===== src/design/pfba_pkg.sv =====
// shared types and constants of the page frame bitmap allocator
`default_nettype none

package pfba_pkg;

  localparam int unsigned CNT_W     = 11;
  localparam int unsigned FRAME_W   = 10;
  localparam int unsigned COUNT_W   = 7;
  localparam int unsigned CFG_IDX_W = 1;

  localparam logic [CNT_W-1:0] CFG_RESET = 11'd1024;

  localparam logic [CFG_IDX_W-1:0] CFG_MAIN_FRAMES = 1'b0;
  localparam logic [CFG_IDX_W-1:0] CFG_SWAP_FRAMES = 1'b1;

  typedef enum logic [1:0] {
    OP_ALLOC_FALLBACK = 2'd0,
    OP_ALLOC_POOL     = 2'd1,
    OP_FREE           = 2'd2
  } op_e;

  typedef enum logic [1:0] {
    STATUS_OK       = 2'd0,
    STATUS_NO_SPACE = 2'd1,
    STATUS_BAD_FREE = 2'd2
  } status_e;

  typedef enum logic [1:0] {
    S_CLEAR,
    S_IDLE,
    S_SCAN,
    S_FREE
  } state_e;

  typedef struct packed {
    logic [1:0]         op;
    logic               pool;
    logic [COUNT_W-1:0] request_count;
    logic [FRAME_W-1:0] frame_index;
  } req_t;

  typedef struct packed {
    logic [FRAME_W-1:0] granted_frame;
    logic               granted_pool;
    status_e            status;
    logic               last;
  } res_t;

endpackage

`default_nettype wire


===== src/design/pfba_word_scan.sv =====
// lowest free bit search within one bitmap word
`default_nettype none

module pfba_word_scan #(
  parameter int unsigned WORD_W = 32
) (
  input  wire logic [WORD_W-1:0]         word_i,
  input  wire logic [WORD_W-1:0]         mask_i,
  output logic                           found_o,
  output logic [$clog2(WORD_W)-1:0]      idx_o,
  output logic [WORD_W-1:0]              word_o
);

  localparam int unsigned WB = $clog2(WORD_W);

  logic [WORD_W-1:0] hit;
  logic [WORD_W-1:0] lowbit;

  assign hit     = word_i & mask_i;
  // two's complement trick isolates the lowest set bit
  assign lowbit  = hit & (~hit + WORD_W'(1));
  assign found_o = |hit;
  assign word_o  = word_i & ~lowbit;

  always_comb begin
    idx_o = '0;
    for (int j = 0; j < WORD_W; j++) begin
      if (lowbit[j]) begin
        idx_o = idx_o | WB'(j);
      end
    end
  end

endmodule

`default_nettype wire


===== src/design/page_frame_bitmap_allocator.sv =====
// free request: the bitmap word is read on entry to S_FREE and the result is registered from it
// no-space result: registered at the accepting edge. allocate: the first word is read, then
// each scan step passes one bitmap word without a grant or grants one frame
// a single-port-read bitmap memory sets the rate: one word or one grant per cycle
// after reset a clearing pass writes each memory row once to set every frame free; busy
// stays high meanwhile. results cannot be stalled by the receiver
`default_nettype none

module page_frame_bitmap_allocator #(
  parameter int unsigned FRAMES  = 1024,
  parameter int unsigned MAX_RUN = 64
) (
  input  wire logic                          clk_i,
  input  wire logic                          rst_ni,
  input  wire logic                          start,
  output logic                               busy,
  input  wire pfba_pkg::req_t                req_i,
  input  wire logic                          cfg_valid_i,
  output logic                               cfg_ready_o,
  input  wire logic [pfba_pkg::CFG_IDX_W-1:0] cfg_index_i,
  input  wire logic [pfba_pkg::CNT_W-1:0]    cfg_data_i,
  output logic                               result_valid_o,
  output pfba_pkg::res_t                     result_o
);

  import pfba_pkg::*;

  localparam int unsigned WORD_W = (FRAMES < 32) ? FRAMES : 32;
  localparam int unsigned WB     = $clog2(WORD_W);
  localparam int unsigned WORDS  = (FRAMES + WORD_W - 1) / WORD_W;
  localparam int unsigned WA     = (WORDS > 1) ? $clog2(WORDS) : 1;
  localparam int unsigned AW     = WA + 1;
  localparam int unsigned ROWS   = 2 ** AW;
  localparam int unsigned XW     = $clog2(WORDS * WORD_W + 1);
  localparam int unsigned CMP_W  = (XW > CNT_W) ? XW : CNT_W;

  state_e state_q, state_d;

  logic [CNT_W-1:0]   cfg_main_q, cfg_swap_q;
  logic [CNT_W-1:0]   used_main_q, used_main_d;
  logic [CNT_W-1:0]   used_swap_q, used_swap_d;
  logic               pool_q, pool_d;
  logic [COUNT_W-1:0] remain_q, remain_d;
  logic [WA-1:0]      word_q, word_d;
  logic               first_q, first_d;
  logic [WORD_W-1:0]  work_q, work_d;
  logic [FRAME_W-1:0] fidx_q, fidx_d;
  logic [AW-1:0]      clr_q, clr_d;
  logic               result_valid_q, result_valid_d;
  res_t               result_q, result_d;

  logic [WORD_W-1:0]  mem [ROWS];
  logic [WORD_W-1:0]  rdata_q;
  logic               mem_we;
  logic [AW-1:0]      mem_waddr;
  logic [WORD_W-1:0]  mem_wdata;
  logic [AW-1:0]      mem_raddr;

  function automatic logic [CNT_W-1:0] size_of(logic [CNT_W-1:0] c);
    return (32'(c) < FRAMES) ? c : CNT_W'(FRAMES);
  endfunction

  function automatic logic [CNT_W-1:0] free_of(logic [CNT_W-1:0] sz, logic [CNT_W-1:0] used);
    return (sz > used) ? (sz - used) : '0;
  endfunction

  // pool selection at the accepting edge
  logic [CNT_W-1:0]   main_size, swap_size, sel_size;
  logic [CNT_W-1:0]   free_main, free_swap;
  logic [COUNT_W-1:0] n_sat;
  logic               acc_pool;
  logic               acc_ok;

  assign main_size = size_of(cfg_main_q);
  assign swap_size = size_of(cfg_swap_q);
  assign free_main = free_of(main_size, used_main_q);
  assign free_swap = free_of(swap_size, used_swap_q);
  assign sel_size  = pool_q ? swap_size : main_size;

  always_comb begin
    n_sat = (req_i.request_count > COUNT_W'(MAX_RUN)) ? COUNT_W'(MAX_RUN)
                                                      : req_i.request_count;
    if (req_i.op == OP_ALLOC_FALLBACK) begin
      acc_pool = (free_main >= CNT_W'(n_sat)) ? 1'b0 : 1'b1;
    end else begin
      acc_pool = req_i.pool;
    end
    acc_ok = (acc_pool ? free_swap : free_main) >= CNT_W'(n_sat);
  end

  // word under scan, limited to the frames present in the pool
  logic [CMP_W-1:0]  base, base_next, sz_ext, lim;
  logic [WORD_W-1:0] cur, mask;
  logic              scan_found;
  logic [WB-1:0]     scan_idx;
  logic [WORD_W-1:0] scan_word;
  logic              scan_end;
  logic              free_bit, free_bad;

  assign base      = CMP_W'({word_q, {WB{1'b0}}});
  assign base_next = base + CMP_W'(WORD_W);
  assign sz_ext    = CMP_W'(sel_size);
  assign lim       = sz_ext - base;
  assign cur       = first_q ? rdata_q : work_q;
  assign scan_end  = (word_q == WA'(WORDS - 1)) || (base_next >= sz_ext);

  always_comb begin
    if (sz_ext <= base) begin
      mask = '0;
    end else if (lim >= CMP_W'(WORD_W)) begin
      mask = '1;
    end else begin
      mask = ~({WORD_W{1'b1}} << lim[WB-1:0]);
    end
  end

  pfba_word_scan #(
    .WORD_W (WORD_W)
  ) u_scan (
    .word_i  (cur),
    .mask_i  (mask),
    .found_o (scan_found),
    .idx_o   (scan_idx),
    .word_o  (scan_word)
  );

  assign free_bit = rdata_q[fidx_q[WB-1:0]];
  assign free_bad = (CNT_W'(fidx_q) >= sel_size) || (32'(fidx_q) >= FRAMES) || free_bit;

  // next state
  always_comb begin
    state_d = state_q;
    unique case (state_q)
      S_CLEAR: begin
        if (&clr_q) begin
          state_d = S_IDLE;
        end
      end
      S_IDLE: begin
        if (start) begin
          unique case (req_i.op) inside
            OP_ALLOC_FALLBACK, OP_ALLOC_POOL: begin
              if (n_sat != '0 && acc_ok) begin
                state_d = S_SCAN;
              end
            end
            OP_FREE: state_d = S_FREE;
            default: state_d = S_IDLE;
          endcase
        end
      end
      S_SCAN: begin
        if (scan_found ? (remain_q == COUNT_W'(1)) : scan_end) begin
          state_d = S_IDLE;
        end
      end
      S_FREE: state_d = S_IDLE;
      default: state_d = S_IDLE;
    endcase
  end

  // datapath and outputs
  always_comb begin
    used_main_d    = used_main_q;
    used_swap_d    = used_swap_q;
    pool_d         = pool_q;
    remain_d       = remain_q;
    word_d         = word_q;
    first_d        = first_q;
    work_d         = work_q;
    fidx_d         = fidx_q;
    clr_d          = clr_q;
    result_valid_d = 1'b0;
    result_d       = result_q;
    mem_we         = 1'b0;
    mem_waddr      = {pool_q, word_q};
    mem_wdata      = cur;
    mem_raddr      = '0;

    unique case (state_q)
      S_CLEAR: begin
        mem_we    = 1'b1;
        mem_waddr = clr_q;
        mem_wdata = '1;
        clr_d     = clr_q + AW'(1);
      end
      S_IDLE: begin
        if (start) begin
          unique case (req_i.op) inside
            OP_ALLOC_FALLBACK, OP_ALLOC_POOL: begin
              if (n_sat != '0) begin
                if (acc_ok) begin
                  pool_d    = acc_pool;
                  remain_d  = n_sat;
                  word_d    = '0;
                  first_d   = 1'b1;
                  mem_raddr = {acc_pool, WA'(0)};
                end else begin
                  result_valid_d         = 1'b1;
                  result_d.granted_frame = '0;
                  result_d.granted_pool  = acc_pool;
                  result_d.status        = STATUS_NO_SPACE;
                  result_d.last          = 1'b1;
                end
              end
            end
            OP_FREE: begin
              pool_d    = req_i.pool;
              fidx_d    = req_i.frame_index;
              mem_raddr = {req_i.pool, WA'(req_i.frame_index >> WB)};
            end
            default: ;
          endcase
        end
      end
      S_SCAN: begin
        if (scan_found) begin
          result_valid_d         = 1'b1;
          result_d.granted_frame = FRAME_W'(base + CMP_W'(scan_idx));
          result_d.granted_pool  = pool_q;
          result_d.status        = STATUS_OK;
          result_d.last          = (remain_q == COUNT_W'(1));
          if (pool_q) begin
            used_swap_d = used_swap_q + CNT_W'(1);
          end else begin
            used_main_d = used_main_q + CNT_W'(1);
          end
          remain_d = remain_q - COUNT_W'(1);
          work_d   = scan_word;
          first_d  = 1'b0;
          if (remain_q == COUNT_W'(1)) begin
            mem_we    = 1'b1;
            mem_wdata = scan_word;
          end
        end else begin
          // word exhausted: write back what was taken and move on unless it was the last word
          mem_we    = 1'b1;
          mem_wdata = cur;
          if (!scan_end) begin
            word_d    = word_q + WA'(1);
            first_d   = 1'b1;
            mem_raddr = {pool_q, word_q + WA'(1)};
          end
        end
      end
      S_FREE: begin
        result_valid_d         = 1'b1;
        result_d.granted_frame = fidx_q;
        result_d.granted_pool  = pool_q;
        result_d.status        = free_bad ? STATUS_BAD_FREE : STATUS_OK;
        result_d.last          = 1'b1;
        if (!free_bad) begin
          mem_we    = 1'b1;
          mem_waddr = {pool_q, WA'(fidx_q >> WB)};
          mem_wdata = rdata_q | (WORD_W'(1) << fidx_q[WB-1:0]);
          if (pool_q) begin
            if (used_swap_q != '0) begin
              used_swap_d = used_swap_q - CNT_W'(1);
            end
          end else begin
            if (used_main_q != '0) begin
              used_main_d = used_main_q - CNT_W'(1);
            end
          end
        end
      end
      default: ;
    endcase
  end

  always_ff @(posedge clk_i or negedge rst_ni) begin
    if (!rst_ni) begin
      state_q        <= S_CLEAR;
      used_main_q    <= '0;
      used_swap_q    <= '0;
      clr_q          <= '0;
      result_valid_q <= 1'b0;
      cfg_main_q     <= CFG_RESET;
      cfg_swap_q     <= CFG_RESET;
    end else begin
      state_q        <= state_d;
      used_main_q    <= used_main_d;
      used_swap_q    <= used_swap_d;
      clr_q          <= clr_d;
      result_valid_q <= result_valid_d;
      if (cfg_valid_i && cfg_ready_o) begin
        unique case (cfg_index_i)
          CFG_MAIN_FRAMES: cfg_main_q <= cfg_data_i;
          CFG_SWAP_FRAMES: cfg_swap_q <= cfg_data_i;
          default: ;
        endcase
      end
    end
  end

  always_ff @(posedge clk_i) begin
    pool_q   <= pool_d;
    remain_q <= remain_d;
    word_q   <= word_d;
    first_q  <= first_d;
    work_q   <= work_d;
    fidx_q   <= fidx_d;
    result_q <= result_d;
  end

  // bitmap memory: one write and one registered read per cycle
  always_ff @(posedge clk_i) begin
    if (mem_we) begin
      mem[mem_waddr] <= mem_wdata;
    end
    rdata_q <= mem[mem_raddr];
  end

  assign busy           = (state_q != S_IDLE);
  assign cfg_ready_o    = 1'b1;
  assign result_valid_o = result_valid_q;
  assign result_o       = result_q;

endmodule

`default_nettype wire

===== config.mk =====
export PLATFORM = sky130hd
export DESIGN_NAME = page_frame_bitmap_allocator
export DESIGN_NICKNAME = d
export VERILOG_FILES = /design/src/design/pfba_pkg.sv /design/src/design/pfba_word_scan.sv /design/src/design/page_frame_bitmap_allocator.sv
export SDC_FILE = /design/constraint.sdc
export NUM_CORES = 2
export LEC_CHECK = 0
export ABC_AREA = 1
export ABC_CLOCK_PERIOD_IN_PS = 20700
export BUFFER_PORTS_ARGS = -buffer_cell sky130_fd_sc_hd__buf_2
export CAP_MARGIN = 40
export CORE_MARGIN = 1
export CORE_UTILIZATION = 33
export DETAILED_ROUTE_END_ITERATION = 8
export PLACE_DENSITY_LB_ADDON = 0.08
export SLEW_MARGIN = 25
export SYNTH_ARGS = -nofsm -noshare
export SYNTH_HDL_FRONTEND = slang
export SYNTH_SLANG_ARGS = --single-unit

===== constraint.sdc =====
create_clock -name clk_i -period 20.7 [get_ports clk_i]
set_input_delay 2.07 -clock clk_i [delete_from_list [all_inputs] [get_ports clk_i]]
set_output_delay 2.07 -clock clk_i [all_outputs]
set_load 0.05 [all_outputs]

==> key figures <==
Synth
  – Synthesized Nets: 9702
  – EDFF count, synth: 2118
  – Cell variety after synth: 61
  – Yosys Warn Count: 0
  – Post-synth top area share: 62.17%
  – Ys async rst share: around 2.4%
  – Gate Count Post-Synth: 9580
  – Seq/Total Area, Yosys: 64.09%
  – Main synth FF type: edfxtp_1
  – Syn Area/Cell: 10.68 µm²
  – Synthesized area: 0.1023 mm²
  – Largest area contributor in the synthesized netlist: edfxtp_1
  – Area contributors post-synth: edfxtp_1, nand3_1, nand3b_1
  – Flops & latches, synth: 2203

Global routing
  – First-pass GRT wire length: 542000 µm
  – Pin count of the biggest net entering global routing: 166
  – Initial antenna violation count: 22
  – Number of global-route vias before repair: around 71000
  – Overall Global Routing Usage: 24.10%
  – Total congestion overflow: 0

Pwr
  – Internal power: 0.007489 W
  – Switching share of power: approximately 22%
  – Clock group share of total power: 47.5%
  – Power Density: 81.99 mW/mm²
  – Part of the power in registers: 50.4%
  – LEAKAGE: between 40 and 50 nW
  – Net Sw Power: ~0.0021 W
  – Logic pwr share: 2.1%
  – Peak supply drop: roughly 0.054 mV

Timing
  – Final Hold Viols: 0
  – Worst-Margin Slew: 1.017 ns
  – Max frequency: 106.1 MHz
  – Fin Setup TNS: 0 ns
  – Clock skew: 0.06488 ns
  – Period utilisation layout: 45.53%
  – RSZ-0062 raised after global routing: false
  – Fin crit period: 9.425 ns
  – Slew Limit Fails: 0
  – Max-slew headroom: 32.20%
  – Final setup fails: 0

Detailed routing
  – Drt wl/cell: 27.49 µm
  – 1st-iter DRT viols: 6862
  – Vias: around 73000
  – Routed wire length: approximately 380000 µm
  – Number of remaining DRC errors: 0
  – DRT Pass-1 Iters: 6
  – Vias/cell: between 5 and 6
  – Detail Route Antenna Nets: 0

Die
  – Die area: 0.3123 mm²
  – Initial core utilization: 33.15%
  – Core Rows: 204
  – # IOs: 53
  – Die height: 558.8 µm
  – Core area: a little over 0.3 mm²
  – Chip width: 558.8 µm

Finish
  – Fillcell total: about 30000
  – Area of the multi-input gates: around 0.030 mm²
  – Sequential Area: 0.06557 mm²
  – Leading cell type in the layout, fill and taps excluded: nand3_1
  – Share of cells above drive strength 1: 9.376%
  – Non-filler cells, final: approximately 14000
  – Synth-to-layout area growth: 14.12%
  – Nets: between 9000 and 10000
  – Most frequent cells in the layout: nand3_1, edfxtp_1, nand2_1

Setup path
  – R2R depth: 30
  – Worst Setup Start Kind: flip-flop
  – Crit. End Element: flip-flop
  – Setup CP Type: reg -> reg
  – R2r setup slk: 11.27 ns
  – CP peak stage delay: ~0.86 ns
  – Crit path capture: rdata_q[28]$_DFF_P_
  – Slowest-stage cell, CP: edfxtp_1
  – Worst setup startpoint: pool_q$_DFFE_PP_
  – CP max FO: about 150
  – Critical R2R Launch: pool_q$_DFFE_PP_
  – Crit path top cell by count: nand3_1
  – Critical Path RT: 21.45 ns
  – FF-to-FF End: rdata_q[28]$_DFF_P_
  – Arr. time, crit path: 10.18 ns

Placed design
  – Buffers on Ports: 51
  – Placed insts: around 13000
  – Post-DP HPWL: 221700 µm
  – Routability congestion estimate: 0.8555

Clock tree
  – CTS buffer count: about 270
  – CTS tree: done
  – CTS Hold Buffers Added: 0
  – Setup Fix Bufs, Post-CTS: 0
  – PostCTS Resize Cnt: 0
  – Worst skew pair latency: approximately 0.90 ns
  – Clock-pin slew on the worst setup and hold paths: 0.06 ns
  – CTS Sinks: 2203
  – Root Buffer: clkbuf_16
  – H-tree lvl count: 5
  – Clock Path Buffers: 4

Status
  – Status: complete, no violations

Flow run
  – Total of max-cap violations: 0

Min path
  – Hold WC Path Type: reg -> reg
==> cell type report <==
| type | instances | share of cell area, % |
|---|---|---|
| timing repair buffer | 309 | 2.646 |
| tap | 4120 | 4.415 |
| sequential | 2203 | 56.16 |
| inverter | 1302 | 4.203 |
| multi-input combinational | 5453 | 25.43 |
| clock buffer | 350 | 6.210 |
| antenna | 13 | 0.02786 |
| clock inverter | 131 | 0.9130 |
==> how the worst min path moves through the flow <==
stage	startpoint	end	slack, ns	cells past startpoint
2_1_floorplan	cfg_main_q[5]$_DFFE_PN0P_	cfg_main_q[5]$_DFFE_PN0P_	0.45	2
5_1_grt	cfg_main_q[6]$_DFFE_PN0P_	cfg_main_q[6]$_DFFE_PN0P_	0.52	2
4_1_cts	cfg_main_q[9]$_DFFE_PN0P_	cfg_main_q[9]$_DFFE_PN0P_	0.49	2
3_3_place_gp	cfg_swap_q[8]$_DFFE_PN0P_	cfg_swap_q[8]$_DFFE_PN0P_	0.47	2
3_5_place_dp	cfg_main_q[9]$_DFFE_PN0P_	cfg_main_q[9]$_DFFE_PN0P_	0.48	2
6_report	cfg_main_q[9]$_DFFE_PN0P_	cfg_main_q[9]$_DFFE_PN0P_	0.49	2
==> metrics by stage <==
step / area [µm²] / setup WS, ns / hold WS, ns / util, % / power (W)
floorplan: 102300 / 13.72 / 0.4530 / - / 0.005057
global placement: 107200 / 10.46 / 0.4690 / 34.73 / 0.005116
detailed placement: 108200 / 11.16 / 0.4774 / 35.05 / 0.005116
CTS: 116500 / 11.09 / 0.4916 / 37.74 / 0.009680
global route: 116700 / 10.60 / 0.5164 / 37.83 / 0.009854
finish: 116800 / 11.27 / 0.4898 / 37.84 / 0.009573
==> synth_stat cells (9+ instances only) <==
cell	number
a31oi_1	14
edfxtp_1	2118
inv_2	11
nand2_1	1321
a21oi_1	65
nor3_1	20
dfrtp_1	51
buf_6	20
buf_1	33
buf_4	56
nand4_1	15
clkbuf_1	216
nor2_1	293
xnor2_1	9
xor2_1	35
o21ai_0	184
ha_1	81
or2_2	87
nor4_1	12
dfxtp_1	32
o21ai_1	36
inv_1	1287
nand3b_1	827
nand3_1	2299
buf_2	297
o211ai_1	42
o22ai_1	14
==> worst max-delay path, delay by kind of cell (launching register included) <==
kind / cells / cell delay, ns
AOI/OAI and AO/OA: 1 / 0.58
adders and majority gates: 1 / 0.39
buffers and inverters: 8 / 3.22
DFF: 1 / 0.86
and+or+nand+nor: 20 / 3.85
==> routing by layer <==
| metal | vias to the layer above | global-route usage, % | share of wire, % |
|---|---|---|---|
| met5 | - | 0 | 0.0071 |
| met4 | 4 | 7.469 | 3.1 |
| met3 | 499 | 2.892 | 5.1 |
| met2 | 2187 | 39.82 | 47 |
| met1 | 36926 | 32.98 | 45 |
| li1 | 33142 | - | - |
==> power by group through the flow <==
stage               logic (W)  clock network [W]  registers, W
floorplan            0.000144                  0       0.00491
global placement     0.000200                  0       0.00492
detailed placement   0.000200                  0       0.00492
CTS                  0.000201            0.00466       0.00482
global route         0.000228            0.00480       0.00482
finish               0.000202            0.00455       0.00482
==> cells by family after synthesis <==
kind of cell    Yosys count  synth area share [%]
fa+ha+maj                86                 1.088
xor+xnor                 44                0.3767
buf+inv                1924                 7.774
other cells               1              0.003665
flops                  2203                 64.09
compound gates          409                 2.320
simple gates           4913                 24.35
==> flip-flops by register name, summed over array words and instances, names as in the netlist, 2 cells and up <==
register and cells:
used_swap_q 11, cfg_main_q 11, fidx_q 10, rdata_q 32, used_main_q 11, clr_q 6, work_q 32, result_o 14
mem 2048, cfg_swap_q 11, remain_q 7, word_q 5, state_q 2
Power figures use the tool's default switching activity.
